File: config.mk
export PLATFORM = sky130hd
export DESIGN_NAME = ubx_frame_filter_parser
export DESIGN_NICKNAME = d
export VERILOG_FILES = /design/src/hdl/ubxffp_pkg.sv /design/src/hdl/ubxffp_match.sv /design/src/hdl/ubx_frame_filter_parser.sv
export VERILOG_INCLUDE_DIRS = /design/src /design/src/hdl
export SDC_FILE = /design/constraint.sdc
export NUM_CORES = 1
export LEC_CHECK = 0
export BUFFER_PORTS_ARGS = -buffer_cell sky130_fd_sc_hd__clkbuf_2
export CAP_MARGIN = 20
export CELL_PAD_IN_SITES_DETAIL_PLACEMENT = 1
export CELL_PAD_IN_SITES_GLOBAL_PLACEMENT = 1
export CORE_ASPECT_RATIO = 0.75
export CORE_UTILIZATION = 43
export DETAILED_ROUTE_END_ITERATION = 10
export PLACE_DENSITY = 0.81
export SLEW_MARGIN = 20
export SYNTH_ARGS = -nofsm -noshare
export SYNTH_HDL_FRONTEND = slang
export SYNTH_SLANG_ARGS = --single-unit
File: constraint.sdc
create_clock -name clk -period 4.8 [get_ports clk]
set_clock_uncertainty 0.2 [all_clocks]
set_input_delay 0.72 -clock clk [delete_from_list [all_inputs] [get_ports clk]]
set_output_delay 0.72 -clock clk [all_outputs]
set_load 0.02 [all_outputs]
File: src/hdl/ubx_frame_filter_parser_assert.svh
// Assertion macros used by the frame parser top level.
`ifndef UBX_FRAME_FILTER_PARSER_ASSERT_SVH
`define UBX_FRAME_FILTER_PARSER_ASSERT_SVH

// Same-cycle implication, disabled while reset is low.
`define UBXFFP_ASSERT_IMP(label, clk, rst_n, ante, cons) \
  label: assert property (@(posedge clk) disable iff (!rst_n) (ante) |-> (cons)) \
    else $error("ubxffp assertion failed");

// Next-cycle implication, disabled while reset is low.
`define UBXFFP_ASSERT_NXT(label, clk, rst_n, ante, cons) \
  label: assert property (@(posedge clk) disable iff (!rst_n) (ante) |=> (cons)) \
    else $error("ubxffp assertion failed");

`endif

File: src/hdl/ubxffp_pkg.sv
// Types and constants of the frame filter parser.
package ubxffp_pkg;

  localparam int CFG_IDX_W  = 3;
  localparam int CFG_DATA_W = 17;

  localparam logic [CFG_IDX_W-1:0] REG_SYNC_FIRST  = 3'd0;
  localparam logic [CFG_IDX_W-1:0] REG_SYNC_SECOND = 3'd1;
  localparam logic [CFG_IDX_W-1:0] REG_ACK_CLASS   = 3'd2;
  localparam logic [CFG_IDX_W-1:0] REG_FILTER_0    = 3'd3;

  localparam logic [7:0] SYNC_FIRST_RST  = 8'hB5;
  localparam logic [7:0] SYNC_SECOND_RST = 8'h62;
  localparam logic [7:0] ACK_CLASS_RST   = 8'h05;

  localparam logic [3:0] PH_SYNC1  = 4'd0;
  localparam logic [3:0] PH_SYNC2  = 4'd1;
  localparam logic [3:0] PH_CLASS  = 4'd2;
  localparam logic [3:0] PH_ID     = 4'd3;
  localparam logic [3:0] PH_LEN_LO = 4'd4;
  localparam logic [3:0] PH_LEN_HI = 4'd5;
  localparam logic [3:0] PH_DATA   = 4'd6;
  localparam logic [3:0] PH_CK_A   = 4'd7;
  localparam logic [3:0] PH_CK_B   = 4'd8;

  localparam logic [1:0] KIND_PAYLOAD = 2'd0;
  localparam logic [1:0] KIND_GOOD    = 2'd1;
  localparam logic [1:0] KIND_BAD     = 2'd2;

  typedef struct packed {
    logic       valid;
    logic [7:0] cls;
    logic [7:0] id;
  } filter_entry_t;

  typedef struct packed {
    logic       hit;
    logic [1:0] idx;
  } match_t;

  typedef struct packed {
    logic [1:0]  kind;
    logic [7:0]  data;
    logic [15:0] offset;
    logic [7:0]  cls;
    logic [7:0]  id;
    logic [15:0] length;
    logic [1:0]  entry;
  } result_t;

endpackage

File: src/hdl/ubxffp_match.sv
// Priority filter match over the class and id of a frame.
module ubxffp_match #(
  parameter int FILTER_ENTRIES = 4
) (
  input  ubxffp_pkg::filter_entry_t entries [FILTER_ENTRIES],
  input  logic [7:0]                ack_class,
  input  logic [7:0]                cls,
  input  logic [7:0]                id,
  output ubxffp_pkg::match_t        match
);
  import ubxffp_pkg::*;

  // scan from lowest priority up so the lowest index wins
  always_comb begin
    match = '0;
    for (int i = FILTER_ENTRIES - 1; i >= 0; i--) begin
      if (entries[i].valid && entries[i].cls == cls &&
          (cls == ack_class || entries[i].id == id)) begin
        match.hit = 1'b1;
        match.idx = 2'(i);
      end
    end
  end

endmodule

File: src/hdl/ubx_frame_filter_parser.sv
// Top level: byte-wise UBX frame filter, payload streamer and checksum check.
//
//  channel  | handshake            | payload
//  ---------+----------------------+------------------------------------------
//  in       | in_valid / in_stall  | in_rx_byte
//  out      | out_valid / out_stall| kind, byte, offset, class, id, length, entry
//  cfg      | cfg_wr_en            | cfg_index, cfg_data
//
// One byte is accepted per cycle while in_stall is low; its result, if any, is registered.
// The phase, sums and frame fields update in the cycle the byte is taken.
// A two-entry output buffer (result register plus skid) lets input flow on
// while one result is stalled; in_stall rises only when both entries are full.
// Reset (rst_n low at a clock edge) restores the default registers and
// restarts the search for the first sync byte.
`include "ubx_frame_filter_parser_assert.svh"

module ubx_frame_filter_parser #(
  parameter int FILTER_ENTRIES = 4
) (
  input  logic                             clk,
  input  logic                             rst_n,
  input  logic                             in_valid,
  output logic                             in_stall,
  input  logic [7:0]                       in_rx_byte,
  output logic                             out_valid,
  input  logic                             out_stall,
  output logic [1:0]                       out_result_kind,
  output logic [7:0]                       out_payload_byte,
  output logic [15:0]                      out_byte_offset,
  output logic [7:0]                       out_frame_class,
  output logic [7:0]                       out_frame_msg_id,
  output logic [15:0]                      out_frame_length,
  output logic [1:0]                       out_matched_entry,
  input  logic                             cfg_wr_en,
  input  logic [ubxffp_pkg::CFG_IDX_W-1:0] cfg_index,
  input  logic [ubxffp_pkg::CFG_DATA_W-1:0] cfg_data
);
  import ubxffp_pkg::*;

  logic [7:0]    sync_first_r;
  logic [7:0]    sync_second_r;
  logic [7:0]    ack_class_r;
  filter_entry_t filt_r [FILTER_ENTRIES];

  logic [3:0]  phase_r, phase_nxt;
  logic [7:0]  class_r, class_nxt;
  logic [7:0]  msg_id_r, msg_id_nxt;
  logic [15:0] length_r, length_nxt;
  logic [15:0] count_r, count_nxt;
  logic [7:0]  sum_a_r, sum_a_nxt;
  logic [7:0]  sum_b_r, sum_b_nxt;
  logic [7:0]  ck_a_r, ck_a_nxt;
  logic [1:0]  hit_r, hit_nxt;

  logic        accept;
  logic        res_v;
  logic        res_fire;
  result_t     res;
  logic [7:0]  sa_add;
  logic [7:0]  sb_add;
  logic [15:0] count_inc;
  match_t      match;

  result_t out_r, skid_r;
  logic    out_valid_r, skid_valid_r;
  logic    out_pop;

  // configuration registers
  always_ff @(posedge clk) begin
    if (!rst_n) begin
      sync_first_r  <= SYNC_FIRST_RST;
      sync_second_r <= SYNC_SECOND_RST;
      ack_class_r   <= ACK_CLASS_RST;
      for (int i = 0; i < FILTER_ENTRIES; i++) begin
        filt_r[i] <= '0;
      end
    end else if (cfg_wr_en) begin
      if (cfg_index == REG_SYNC_FIRST) sync_first_r <= cfg_data[7:0];
      if (cfg_index == REG_SYNC_SECOND) sync_second_r <= cfg_data[7:0];
      if (cfg_index == REG_ACK_CLASS) ack_class_r <= cfg_data[7:0];
      for (int i = 0; i < FILTER_ENTRIES; i++) begin
        if (cfg_index == CFG_IDX_W'(int'(REG_FILTER_0) + i)) begin
          filt_r[i] <= filter_entry_t'(cfg_data);
        end
      end
    end
  end

  ubxffp_match #(
    .FILTER_ENTRIES(FILTER_ENTRIES)
  ) u_match (
    .entries  (filt_r),
    .ack_class(ack_class_r),
    .cls      (class_r),
    .id       (in_rx_byte),
    .match    (match)
  );

  assign in_stall  = skid_valid_r;
  assign accept    = in_valid && !in_stall;
  assign sa_add    = sum_a_r + in_rx_byte;
  assign sb_add    = sum_b_r + sa_add;
  assign count_inc = count_r + 16'd1;

  always_comb begin
    phase_nxt  = phase_r;
    class_nxt  = class_r;
    msg_id_nxt = msg_id_r;
    length_nxt = length_r;
    count_nxt  = count_r;
    sum_a_nxt  = sum_a_r;
    sum_b_nxt  = sum_b_r;
    ck_a_nxt   = ck_a_r;
    hit_nxt    = hit_r;
    res_v      = 1'b0;
    res        = '0;
    res.cls    = class_r;
    res.id     = msg_id_r;
    res.length = length_r;
    res.entry  = hit_r;
    case (phase_r)
      PH_SYNC2: begin
        if (in_rx_byte == sync_second_r) begin
          sum_a_nxt = '0;
          sum_b_nxt = '0;
          phase_nxt = PH_CLASS;
        end else begin
          phase_nxt = PH_SYNC1;
        end
      end
      PH_CLASS: begin
        class_nxt = in_rx_byte;
        sum_a_nxt = sa_add;
        sum_b_nxt = sb_add;
        phase_nxt = PH_ID;
      end
      PH_ID: begin
        msg_id_nxt = in_rx_byte;
        if (match.hit) begin
          hit_nxt   = match.idx;
          sum_a_nxt = sa_add;
          sum_b_nxt = sb_add;
          phase_nxt = PH_LEN_LO;
        end else begin
          sum_a_nxt = '0;
          sum_b_nxt = '0;
          phase_nxt = PH_SYNC1;
        end
      end
      PH_LEN_LO: begin
        length_nxt = {8'd0, in_rx_byte};
        sum_a_nxt  = sa_add;
        sum_b_nxt  = sb_add;
        phase_nxt  = PH_LEN_HI;
      end
      PH_LEN_HI: begin
        length_nxt = {in_rx_byte, length_r[7:0]};
        sum_a_nxt  = sa_add;
        sum_b_nxt  = sb_add;
        count_nxt  = '0;
        phase_nxt  = (length_nxt == 16'd0) ? PH_CK_A : PH_DATA;
      end
      PH_DATA: begin
        sum_a_nxt  = sa_add;
        sum_b_nxt  = sb_add;
        res_v      = 1'b1;
        res.kind   = KIND_PAYLOAD;
        res.data   = in_rx_byte;
        res.offset = count_r;
        count_nxt  = count_inc;
        if (count_inc >= length_r) phase_nxt = PH_CK_A;
      end
      PH_CK_A: begin
        ck_a_nxt  = in_rx_byte;
        phase_nxt = PH_CK_B;
      end
      PH_CK_B: begin
        res_v     = 1'b1;
        res.kind  = (ck_a_r == sum_a_r && in_rx_byte == sum_b_r) ? KIND_GOOD : KIND_BAD;
        sum_a_nxt = '0;
        sum_b_nxt = '0;
        count_nxt = '0;
        phase_nxt = PH_SYNC1;
      end
      default: begin
        phase_nxt = (in_rx_byte == sync_first_r) ? PH_SYNC2 : PH_SYNC1;
      end
    endcase
  end

  assign res_fire = accept && res_v;

  // frame state: advance on each accepted item
  always_ff @(posedge clk) begin
    if (!rst_n) begin
      phase_r  <= PH_SYNC1;
      class_r  <= '0;
      msg_id_r <= '0;
      length_r <= '0;
      count_r  <= '0;
      sum_a_r  <= '0;
      sum_b_r  <= '0;
      ck_a_r   <= '0;
      hit_r    <= '0;
    end else if (accept) begin
      phase_r  <= phase_nxt;
      class_r  <= class_nxt;
      msg_id_r <= msg_id_nxt;
      length_r <= length_nxt;
      count_r  <= count_nxt;
      sum_a_r  <= sum_a_nxt;
      sum_b_r  <= sum_b_nxt;
      ck_a_r   <= ck_a_nxt;
      hit_r    <= hit_nxt;
    end
  end

  assign out_pop = out_valid_r && !out_stall;

  // result register with skid entry
  always_ff @(posedge clk) begin
    if (!rst_n) begin
      out_valid_r  <= 1'b0;
      skid_valid_r <= 1'b0;
    end else if (skid_valid_r) begin
      if (out_pop) begin
        out_r        <= skid_r;
        skid_valid_r <= 1'b0;
      end
    end else if (out_valid_r && !out_pop) begin
      if (res_fire) begin
        skid_r       <= res;
        skid_valid_r <= 1'b1;
      end
    end else begin
      out_valid_r <= res_fire;
      if (res_fire) out_r <= res;
    end
  end

  assign out_valid         = out_valid_r;
  assign out_result_kind   = out_r.kind;
  assign out_payload_byte  = out_r.data;
  assign out_byte_offset   = out_r.offset;
  assign out_frame_class   = out_r.cls;
  assign out_frame_msg_id  = out_r.id;
  assign out_frame_length  = out_r.length;
  assign out_matched_entry = out_r.entry;

  `UBXFFP_ASSERT_IMP(a_skid_behind_out, clk, rst_n, skid_valid_r, out_valid_r)
  `UBXFFP_ASSERT_IMP(a_data_len_nonzero, clk, rst_n, phase_r == PH_DATA, count_r < length_r)
  `UBXFFP_ASSERT_NXT(a_ckb_restarts, clk, rst_n, accept && phase_r == PH_CK_B, phase_r == PH_SYNC1)
  `UBXFFP_ASSERT_IMP(a_close_no_data, clk, rst_n, out_valid_r && out_r.kind != KIND_PAYLOAD, out_r.data == 8'd0 && out_r.offset == 16'd0)

endmodule

### Word level (Yosys, flattened, before mapping)

Index checks and enable logic that the tools add are counted.

| word-level totals | value |
|---|---|
| flip-flop bits (word level) | 292 |
| output and inout bits | 62 |

| cells by class | value |
|---|---|
| magnitude comparators | 1 |
| reduce and logical (&&, ||, !) cells | 48 |
| $add $sub $neg | 3 |
| eq/ne operators | 31 |
| multiplexer cells | 29 |
| bitwise logic cells | 3 |

Operators by type and width:

| cell | count |
|---|---|
| $mux 60 | 4 |
| $eq 8x8->1 | 13 |
| $pmux 16 s2 | 2 |
| $pmux 8 s4 | 2 |
| $pmux 4 s8 | 1 |
| $reduce_and 2->1 | 14 |
| $mux 24 | 1 |
| $mux 8 | 3 |
| $add 16x1->16 const B | 1 |
| $add 8x8->8 | 2 |
| $eq 4x3->1 const B | 4 |
| $ge 16x16->1 | 1 |
| $logic_not 16->1 | 1 |
| $mux 3 | 5 |
| $logic_and 1x1->1 | 13 |
| $eq 3x3->1 const B | 3 |
| $reduce_and 3->1 | 3 |
| $eq 4x2->1 const B | 2 |
| $reduce_and 4->1 | 2 |
| $mux 1 | 7 |
| $eq 3x2->1 const B | 2 |
| $mux 2 | 3 |
| $ne 2x2->1 const B | 3 |
| $reduce_bool 2->1 | 3 |
| other kinds (12) | 20 |

### Logic depth before layout (Yosys ltp)

Gate-level depths: netlist (run 1).

| logic depth | value |
|---|---|
| depth after elaboration | 9 |
| gate-level depth with buffers | 17 |
| depth with buffers taken out | 17 |

### Hierarchy

From an unflattened synthesis (run 1), not the netlist that was laid out.

| unflattened totals | value |
|---|---|
| cells, all modules | 1345 |
| area total of the unflattened synthesis | 13761.9 µm² |

Modules (own cells, without submodules):

| module | cells each | seq. area each (µm²) | area each (µm²) | instances |
|---|---|---|---|---|
| ubx_frame_filter_parser | 1222 | 7046.8 | 12817.3 | 1 |
| ubxffp_match | 123 | 0.0 | 944.7 | 1 |

### Worst setup path before layout (run 1)

No wires, ideal clock.

| timing path | value |
|---|---|
| kind | input to register |
| start point | in in_valid |
| end point | reg out_r, in the netlist out_byte_offset[0] (enable) |
| path slack | -425 ps |
| stages | 8 |
| required time | 4102 ps |
| data arrival time | 4528 ps |
| path buffers | 2 |
| library setup time | 498 ps |
| path through | nand2b_1 > clkbuf_1 > nor2_1 > clkbuf_1 > nand3_1 > inv_1 > a31oi_1 > a21oi_1 |

| between the ends | value |
|---|---|
| longest elaborated chain between the ends | 4 |

Ends and longest elaborated chain:

| what | RTL line | RTL |
|---|---|---|
| start, declared | ubx_frame_filter_parser.sv:22 | `input logic in_valid,` |
| $logic_and 1x1->1 | ubx_frame_filter_parser.sv:100 | `assign accept = in_valid && !in_stall;` |
| $logic_and 1x1->1 | ubx_frame_filter_parser.sv:191 | `assign res_fire = accept && res_v;` |
| $reduce_bool 2->1 (no source line) | n/a |  |
| $reduce_and 4->1 (no source line) | n/a |  |
| end signal, assigned | ubx_frame_filter_parser.sv:227 | `out_r <= skid_r;` |
| end signal, assigned | ubx_frame_filter_parser.sv:237 | `if (res_fire) out_r <= res;` |
| end, declared | ubx_frame_filter_parser.sv:64 | `result_t out_r, skid_r;` |

Every way passes these cells.
A chain may end at the register's enable or synchronous reset.

### Worst setup path after layout (run 1)

| timing path | value |
|---|---|
| start point | reg count_r[2] |
| end point | reg phase_r[3] |

| between the ends | value |
|---|---|
| longest elaborated chain between the ends | 4 |

Ends and longest elaborated chain:

| what | RTL line | RTL |
|---|---|---|
| start, declared | ubx_frame_filter_parser.sv:49 | `logic [15:0] count_r, count_nxt;` |
| start signal, assigned | ubx_frame_filter_parser.sv:210 | `count_r <= count_nxt;` |
| $add 16x1->16 | ubx_frame_filter_parser.sv:103 | `assign count_inc = count_r + 16'd1;` |
| $ge 16x16->1 | ubx_frame_filter_parser.sv:171 | `if (count_inc >= length_r) phase_nxt = PH_CK_A;` |
| $ne 2x2->1 (no source line) | n/a |  |
| $reduce_and 2->1 (no source line) | n/a |  |
| end signal, assigned | ubx_frame_filter_parser.sv:206 | `phase_r <= phase_nxt;` |
| end, declared | ubx_frame_filter_parser.sv:45 | `logic [3:0] phase_r, phase_nxt;` |

Every way passes these cells.

==> qor.yml, run 1 <==
status: "finished clean"
startpoint_type: "flop"
dp_hpwl_um: 24900
clock-sinks: 292
finalSetupViolations: 0
synth_seq_cells: 292
cellLeakagePower_nw: 5.78
min_period_ps: 3750
netlist_instances: 1340
wire_per_inst_um: 20.1
path_max_fanout: 7
synth_cell_types: 60
drt_pass1_iterations: 5
htreeDepth: 1
worstMarginPinSlew_ps: 1100
rsz0062_at_grt: "false"
crit_path_end_kind: "flop"
io_pins: 95
crit_type: "flop to flop"
multi_input_area_um2: 6230
n_fill_cell: 3478
layout_worst_path_cycle_share: 0.782
final_cell_mix: "nand2_1, dfxtp_1, edfxtp_1"
grt_pass1_vias: 10400
die_x_um: 209
portBuffers: 94
cts_inserted_buffers: 29
drive_gt1_frac: 0.165
gr-usage-all-layers: 0.227
drt_iter0_drc: 645
antenna_left: 0
ys_seq_area_frac: 0.512
synth-edff-count: 120
netlist_area_um2: 13800
fin_nets: 1463
via_count: 10000
use_met3: 0.0291
met1_usage: 0.321
setup-tns-final_ps: 0
regArea_um2: 7050
grt_pass1_wl_um: 58700
async_reset_ff_frac: 0
ys.flop_type: "dfxtp_1"
holdCritPathClass: "flop to flop"
fmax_ghz: 0.266
core-area_um2: 31400
grt_max_degree: 92
hold_viol: 0
holdWs_ps: 261
power_density_nw_per_um2: 333
gp_routability_congestion: 0.805
synthesis.nets: 1406
maxCapViolCount: 0
yosysWarnings: 0
grt_busiest_layer: "met2"
grt_remaining_overflow: 0
cts_tree: "done"
start_util: 0.438
peakVddDrop_v: 0.000256
clkTransAtPathRegs_ps: 70
area_delta_synth_final_pct: 12.5
grtUsageMet2: 0.366
die_area_um2: 32700
root_buffer: "clkbuf_16"
slew_viol_final: 0
cp.required_ps: 5080
cts_resized: 0
routed_via_density: 5.48
drc: 0
cts_hold_buf: 0
syn_area_per_cell_um2: 10.3
rows: 56
maxSlewHeadroom: 0.268
wirelength_um: 36700
cts_setup_buffers: 0
clockBufferDepth: 3
insertion_delay_ps: 570
crit_arrival_ps: 4030
antenna_found_initial: 1
final_common_cell: "nand2_1"
die_h_um: 157
## cells in the mapped netlist (all sizes together), types with 32 or more instances
library cell,instances,area share
nor2,40,0.011
a22oi,32,0.021
dfxtp,172,0.25
nand2,257,0.070
a21boi,105,0.057
xor2,39,0.025
xnor2,92,0.059
mux2,44,0.036
nand3,42,0.015
edfxtp,120,0.26
buf,34,0.015
clkbuf,50,0.014
nor2b,55,0.027
## layout make-up
class | count | share of cell area
inverter | 26 | 0.00631
sequential | 292 | 0.456
antenna | 1 | 0.000162
tap | 406 | 0.0328
clock buffer | 42 | 0.0553
timing repair buffer | 110 | 0.0383
clock inverter | 12 | 0.00849
multi-input combinational | 938 | 0.403
## worst paths after layout
kind | from | endpoint | slack (ps) | cells after the start
worst max-delay path | count_r[2] | phase_r[3] | 1050 | 13
worst min-delay path | msg_id_r[1] | skid_r[19] | 260 | 0
worst max register to register | count_r[2] | phase_r[3] | 1050 | 13
worst min register to register | msg_id_r[1] | skid_r[19] | 260 | 0
## per-layer routing
layer,part of all wire,vias to the layer above
li1,-,4728
met1,0.49,5001
met2,0.45,215
met3,0.044,59
met4,0.021,0
met5,0,-
## worst max-delay path, stage by stage, from the launching register on
cell      delay [ps]
dfxtp_1          440
nand3_1          220
nor2_1           310
and4_1           350
and3_1           200
nand3_1           90
xnor2_1          270
ha_1             310
and3_1           200
a21oi_1          150
a31oi_1          110
a211oi_2         450
a21oi_1          180
nor2b_1          190
## metrics by stage
| step | power (W) | worst slack [ps] | util | std cells | instance area [um^2] |
|---|---|---|---|---|---|
| 2_1_floorplan | 0.00279 | 921 | - | 1340 | 13800 |
| 3_3_place_gp | 0.00286 | 1140 | 0.461 | 1772 | 14500 |
| 3_5_place_dp | 0.00286 | 990 | 0.461 | 1772 | 14500 |
| 4_1_cts | 0.00518 | 1050 | 0.493 | 1826 | 15500 |
| 5_1_grt | 0.00529 | 792 | 0.493 | 1826 | 15500 |
| 6_report | 0.00515 | 1050 | 0.493 | 1827 | 15500 |
## cells by family after synthesis
kind of cell | count (synthesis) | share of synthesized area
flops | 292 | 0.512
xor+xnor | 131 | 0.0834
simple gates | 494 | 0.173
buf+inv | 110 | 0.0358
compound gates | 220 | 0.117
fa+ha+maj | 33 | 0.0311
mux | 60 | 0.0477
## registers in the layout, summed over array words and instances, names as in the netlist, 16 cells and up
name              cells
filt_r               68
length_r             16
out_frame_length     16
skid_r               60
out_byte_offset      16
count_r              16
## power breakdown
part           internal, W  switching, W
Combinational    0.0000804      0.000141
Clock              0.00135      0.000987
Sequential         0.00258     0.0000120
Total              0.00401       0.00114
Power figures use the tool's default switching activity.
==> run 2, diff against run 1 <==
==> constraint.sdc (replaced) <==
create_clock -name clk -period 3.05 [get_ports clk]
set_clock_uncertainty 0.2 [all_clocks]
set_input_delay 0.4575 -clock clk [delete_from_list [all_inputs] [get_ports clk]]
set_output_delay 0.4575 -clock clk [all_outputs]
set_load 0.02 [all_outputs]
==> qor.yml, run 2 (synthesis gave the netlist of run 1 again) <==
status: "complete, but fails checks"  # was finished clean
violations: "negative setup slack"
holdCritPathClass: "input pin to flop"  # was flop to flop
final_cell_mix: "nand2_1, dfxtp_1, edfxtp_1"  # unchanged
htreeDepth: 1  # unchanged
path_max_fanout: 7  # unchanged
gr-usage-all-layers: 0.240  # was 0.227
clkPwrFrac: 0.450  # was 0.454
antenna_found_initial: 0  # was 1
grt_max_degree: 80  # was 92
switching_share: 0.226  # was 0.221
antenna_left: 0  # unchanged
reg2reg_from: "count_r[4]"  # was count_r[2]
routed_via_density: 5.49  # was 5.48
fin_total_pwr_w: 0.00812  # was 0.00515 W
rows: 56  # unchanged
cp.required_ps: 3300  # was 5080 ps
drive_gt1_frac: 0.231  # was 0.165
drt_iter0_drc: 633  # was 645
seq_power_share: 0.502  # was 0.503
crit_arrival_ps: 3500  # was 4030 ps
die_h_um: 157  # unchanged
cts_tree: "done"  # unchanged
grt_remaining_overflow: 0  # unchanged
p_int_w: 0.00629  # was 0.00401 W
insertion_delay_ps: 560  # was 570 ps
reg2reg_to: "phase_r[3]"  # unchanged
startpoint_type: "flop"  # unchanged
fin_ws_ps: -203  # was 1050 ps
drt_pass1_iterations: 4  # was 5
min_to: "filt_r[8]"  # was skid_r[19]
clkTransAtPathRegs_ps: 70  # about the same
slew_viol_final: 0  # unchanged
hold_viol: 0  # unchanged
hold_depth: 3  # was 0
gp_routability_congestion: 0.827  # was 0.805
rsz0062_at_grt: "true"  # was false
cellLeakagePower_nw: 6.18  # was 5.78 nW
crit_path_end_kind: "flop"  # unchanged
top_register: "filt_r"  # unchanged
min-delay-start: "cfg_data[8]"  # was msg_id_r[1]
p_switching_w: 0.00184  # was 0.00114 W
largest_reg_flops: 68  # unchanged
core-area_um2: 31400  # unchanged
clock-sinks: 292  # unchanged
die_area_um2: 32700  # unchanged
power_density_nw_per_um2: 498  # was 333 nW/um^2
grt_pass1_vias: 11000  # was 10,400
via_count: 10400  # was 10,000
wire_per_inst_um: 21.1  # was 20.1 um
peakVddDrop_v: 0.000333  # was 0.000256 V
dp_hpwl_um: 25900  # was 24,900 um
area_delta_synth_final_pct: 18.6  # was 12.5%
io_pins: 95  # unchanged
worstMarginPinSlew_ps: 868  # was 1100 ps
drc: 0  # unchanged
crit_type: "flop to flop"  # unchanged
root_buffer: "clkbuf_16"  # unchanged
reg2reg_slack_ps: -200  # was 1050 ps
die_x_um: 209  # unchanged
reg2reg_depth: 13  # unchanged
clockBufferDepth: 3  # unchanged
n_fill_cell: 3446  # was 3,478
min_period_ps: 3250  # was 3750 ps
dp.cells: 1830  # was 1,772
cts_inserted_buffers: 30  # was 29
reg_top3: "filt_r (68), skid_r (60)"  # unchanged
p_comb_frac: 0.049  # was 0.043
maxSlewHeadroom: 0.420  # was 0.268
finalSetupViolations: 4  # was 0
grt_pass1_wl_um: 61700  # was 58,700 um
layout_worst_path_cycle_share: 1.07  # was 0.782
final_common_cell: "nand2_1"  # unchanged
maxCapViolCount: 0  # unchanged
wirelength_um: 40000  # was 36,700 um
fin_cells: 1897  # was 1,827
portBuffers: 94  # unchanged
n_antenna_cell: 0  # was 1
fmax_ghz: 0.307  # was 0.266 GHz
start_util: 0.438  # unchanged
fin_nets: 1533  # was 1,463
[run 2: changes by cell type in the layout (fill, tap and decap cells not counted), moves of 4 or more]
cell,previous run,this run
nand3_1,42,37
dfxtp_1,171,165
dfxtp_2,1,5
a21oi_1,17,13
nor2_1,39,35
buf_4,17,80
nand3_2,0,4
and3_1,10,5
xnor2_1,92,88
clkbuf_1,4,9
o21ai_0,30,26
ha_1,31,27
and3_4,0,5
[run 2: worst max-delay path by stage]
stage / depth (start not counted) / startpoint / to / slack [ps]
finish: 13 / count_r[4] / phase_r[3] / -200
global placement: 16 / in_rx_byte[0] / sum_b_r[7] / -190
CTS: 14 / count_r[6] / phase_r[1] / -50
global route: 13 / count_r[4] / phase_r[3] / -240
floorplan: 9 / in_stall / out_byte_offset[0] / 2
detailed placement: 16 / in_rx_byte[0] / sum_b_r[7] / -390
[run 2: routing by layer]
metal  GRT usage  vias up  routed length [um]  share of wire
met1       0.325     5224               18500           0.46
met5           0        -                   0              0
met3      0.0251       86                1490          0.037
met4      0.0702        0                1110          0.028
li1            -     4873                   -              -
met2       0.407      240               18900           0.47
[run 2: power groups by stage]
stage / sequential (W) / clock, W / combinational [W]
floorplan: 0.00416 / 0 / 0.000227
global placement: 0.00416 / 0 / 0.000367
detailed placement: 0.00416 / 0 / 0.000379
CTS: 0.00408 / 0.00370 / 0.000388
global route: 0.00408 / 0.00386 / 0.000425
finish: 0.00408 / 0.00365 / 0.000396
[run 2: layout make-up]
type | count | area [um^2] | area share
Tap cell | 406 | 508 | 0.0311
Multi-Input combinational cell | 938 | 6520 | 0.400
Clock buffer | 49 | 927 | 0.0568
Sequential cell | 292 | 7060 | 0.433
Timing Repair Buffer | 179 | 1150 | 0.0703
Clock inverter | 7 | 50.0 | 0.00307
Inverter | 26 | 97.6 | 0.00598
[run 2: what timing repair did]
| action | CTS | global route |
|---|---|---|
| setup endpoints to repair | 6 | 6 |
| resized for setup | 36 | 29 |
| pin swaps | 16 | 20 |
| buffers inserted | 4 | 6 |
| hold buffers | 3 | 0 |
| endpoints found under the hold margin | 7 | 0 |
[run 2: through the flow]
| step | instance area, um^2 | util | setup TNS [ps] | setup WS (ps) | hold slack, ps |
|---|---|---|---|---|---|
| 2_1_floorplan | 13800 | - | 0 | 1.77 | 203 |
| 4_1_cts | 16100 | 0.513 | -84.5 | -53.8 | 2.73 |
| 5_1_grt | 16300 | 0.520 | -808 | -244 | 10.6 |
| 3_3_place_gp | 14900 | 0.476 | -331 | -194 | 241 |
| 3_5_place_dp | 14900 | 0.476 | -1530 | -393 | 249 |
| 6_report | 16300 | 0.520 | -294 | -203 | 15.3 |
[run 2: worst max-delay path: stages (launching register included)]
cell and delay [ps]:
dfxtp_2 330, and3_4 190, and3_4 200, and4_4 250
and3_4 220, nand3_4 100, xnor2_4 210, ha_4 230
and3_4 170, a21oi_4 160, a31oi_4 110, a211oi_4 350
a21oi_2 110, nor2b_1 310
==> run 3, diff against run 2 <==
--- a/config.mk
+++ b/config.mk
@@ -13,7 +13,7 @@
 export CORE_ASPECT_RATIO = 0.75
 export CORE_UTILIZATION = 43
 export DETAILED_ROUTE_END_ITERATION = 10
-export PLACE_DENSITY = 0.81
+export PLACE_DENSITY = 0.74
 export SLEW_MARGIN = 20
 export SYNTH_ARGS = -nofsm -noshare
 export SYNTH_HDL_FRONTEND = slang
==> qor.yml, run 3 (synthesis gave the netlist of run 1 again) <==
status: "complete, but fails checks"  # unchanged
violations: "negative setup slack"  # unchanged
fmax_ghz: 0.325  # was 0.307 GHz
largest_reg_flops: 68  # unchanged
worst_path_largest_cell_delay_ps: 340  # was 350 ps
gr-usage-all-layers: 0.231  # was 0.240
core-area_um2: 31400  # unchanged
reg2reg_depth: 13  # unchanged
worstSetupPathDepth: 13  # unchanged
crit_top_cell: "and3_4"  # unchanged
clock-sinks: 292  # unchanged
dp_hpwl_um: 25300  # was 25,900 um
gp_routability_congestion: 0.828  # was 0.827
start_util: 0.438  # unchanged
grt_max_degree: 95  # was 80
layout_worst_path_cycle_share: 1.01  # was 1.07
fin_ws_ps: -27.1  # was -203 ps
clockBufferDepth: 3  # unchanged
finalSetupViolations: 3  # was 4
grt_pass1_vias: 10500  # was 11,000
met1_length_um: 18800  # was 18,500 um
maxCapViolCount: 0  # unchanged
cts_tree: "done"  # unchanged
die_h_um: 157  # unchanged
cellLeakagePower_nw: 6.24  # was 6.18 nW
n_antenna_cell: 0  # unchanged
rows: 56  # unchanged
worstMarginPinSlew_ps: 921  # was 868 ps
crit_type: "flop to flop"  # unchanged
grt_remaining_overflow: 0  # unchanged
power_density_nw_per_um2: 514  # was 498 nW/um^2
multi_input_area_um2: 6530  # was 6520 um^2
antenna_left: 0  # unchanged
hold_viol: 0  # unchanged
peakVddDrop_v: 0.000280  # was 0.000333 V
cts_inserted_buffers: 31  # was 30
n_fill_cell: 3438  # was 3,446
fin_total_pwr_w: 0.00844  # was 0.00812 W
topRoutingLayerUsed: "met4"  # unchanged
wl_met2_um: 17600  # was 18,900 um
area_delta_synth_final_pct: 19.5  # was 18.6%
critPathBufInv: 1  # was 0
drt_pass1_iterations: 4  # unchanged
via_count: 10200  # was 10,400
cp.required_ps: 3300  # about the same
routed_via_density: 5.37  # was 5.49
io_pins: 95  # unchanged
hold_depth: 3  # unchanged
crit_path_top_delay_cell: "a211oi_4"  # unchanged
final_cell_mix: "nand2_1, dfxtp_1, edfxtp_1"  # unchanged
drive_gt1_frac: 0.232  # was 0.231
path_cells: "and3_4, and3_4, and4_4, and3_4, nand3_4, xnor2_4, ha_4, and3_4, a21oi_4, a31oi_4, a211oi_4, buf_4, o31ai_1"  # was and3_4, and3_4, and4_4, and3_4, nand3_4, xnor2_4, ha_4, and3_4, a21oi_4, a31oi_4, a211oi_4, a21oi_2, nor2b_1
fin_nets: 1535  # was 1,533
holdCritPathClass: "input pin to flop"  # unchanged
die_x_um: 209  # unchanged
grt_pass1_wl_um: 59500  # was 61,700 um
clkTransAtPathRegs_ps: 70  # about the same
root_buffer: "clkbuf_16"  # unchanged
critical_path.top_delay_family: "simple AND/OR/NAND/NOR gates"  # unchanged
reg_top3: "filt_r (68), skid_r (60)"  # unchanged
insertion_delay_ps: 580  # was 560 ps
utilization: 0.523  # was 0.520
die_area_um2: 32700  # unchanged
wire_per_inst_um: 20.2  # was 21.1 um
crit_arrival_ps: 3330  # was 3500 ps
wirelength_um: 38400  # was 40,000 um
top_register: "filt_r"  # unchanged
maxSlewHeadroom: 0.381  # was 0.420
antenna_found_initial: 0  # unchanged
drt_iter0_drc: 539  # was 633
path_max_fanout: 7  # unchanged
startpoint_type: "flop"  # unchanged
slew_viol_final: 0  # unchanged
min_period_ps: 3080  # was 3250 ps
route.met3.wl_um: 1230  # was 1490 um
final_common_cell: "nand2_1"  # unchanged
htreeDepth: 1  # unchanged
portBuffers: 94  # unchanged
rsz0062_at_grt: "true"  # unchanged
drc: 0  # unchanged
crit_path_end_kind: "flop"  # unchanged
regArea_um2: 7060  # about the same
run 3: cell types whose count changed in the layout (fill, tap and decap cells not counted), sizes merged:
cell / previous run / this run
clkbuf: 142 / 130
dlygate4sd3: 3 / 8
clkinvlp: 0 / 1
bufinv: 0 / 5
clkinv: 7 / 14
buf: 83 / 79
inv: 26 / 27
run 3: stage by stage:
| stage | cells | setup WS [ps] | instance area, um^2 | setup TNS (ps) | hold WS, ps |
|---|---|---|---|---|---|
| CTS | 1898 | -16.6 | 16200 | -22.9 | 4.89 |
| global route | 1900 | -141 | 16400 | -658 | 26.3 |
| detailed placement | 1828 | -348 | 14900 | -775 | 256 |
| finish | 1900 | -27.1 | 16400 | -65.0 | 6.53 |
| floorplan | 1340 | 1.77 | 13800 | 0 | 203 |
| global placement | 1828 | -212 | 14900 | -256 | 241 |
run 3: power breakdown:
part / switching [W] / total, W / internal (W)
Clock: 0.00163 / 0.00397 / 0.00234
Combinational: 0.000234 / 0.000393 / 0.000159
Sequential: 0.0000188 / 0.00408 / 0.00406
run 3: path summary, 6_finish.rpt:
path | startpoint | to | slack (ps)
worst max-delay path | count_r[4] | phase_r[2] | -30
worst min-delay path | cfg_data[11] | filt_r[11] | 7
worst max register to register | count_r[4] | phase_r[2] | -30
worst min register to register | length_r[11] | skid_r[13] | 270
run 3: routing by layer:
layer	up-vias	GRT usage
li1	4860	-
met1	5104	0.326
met2	178	0.383
met3	53	0.0271
met4	0	0.0455
met5	-	0
run 3: worst min-delay path, delay by kind of cell:
kind                   cells  cell delay (ps)
AOI/OAI and AO/OA          1               70
buffers and inverters      1              140
and+or+nand+nor            1               70
run 3: final cells by class:
cell class / count / share of cell area
flip-flops and latches: 292 / 0.429
multi-input cells: 938 / 0.397
repair buffers: 180 / 0.0716
clock buffers: 37 / 0.0498
well taps: 406 / 0.0309
clock inverters: 21 / 0.0150
inverters: 26 / 0.00594
run 3: timing repair:
action                                  4_1_cts  5_1_grt
gates resized for setup                      25       38
pin swaps                                    19       24
hold buffers                                  8        0
endpoints found under the setup margin        5        6
endpoints found under the hold margin        25        0
setup buffers                                 5        3
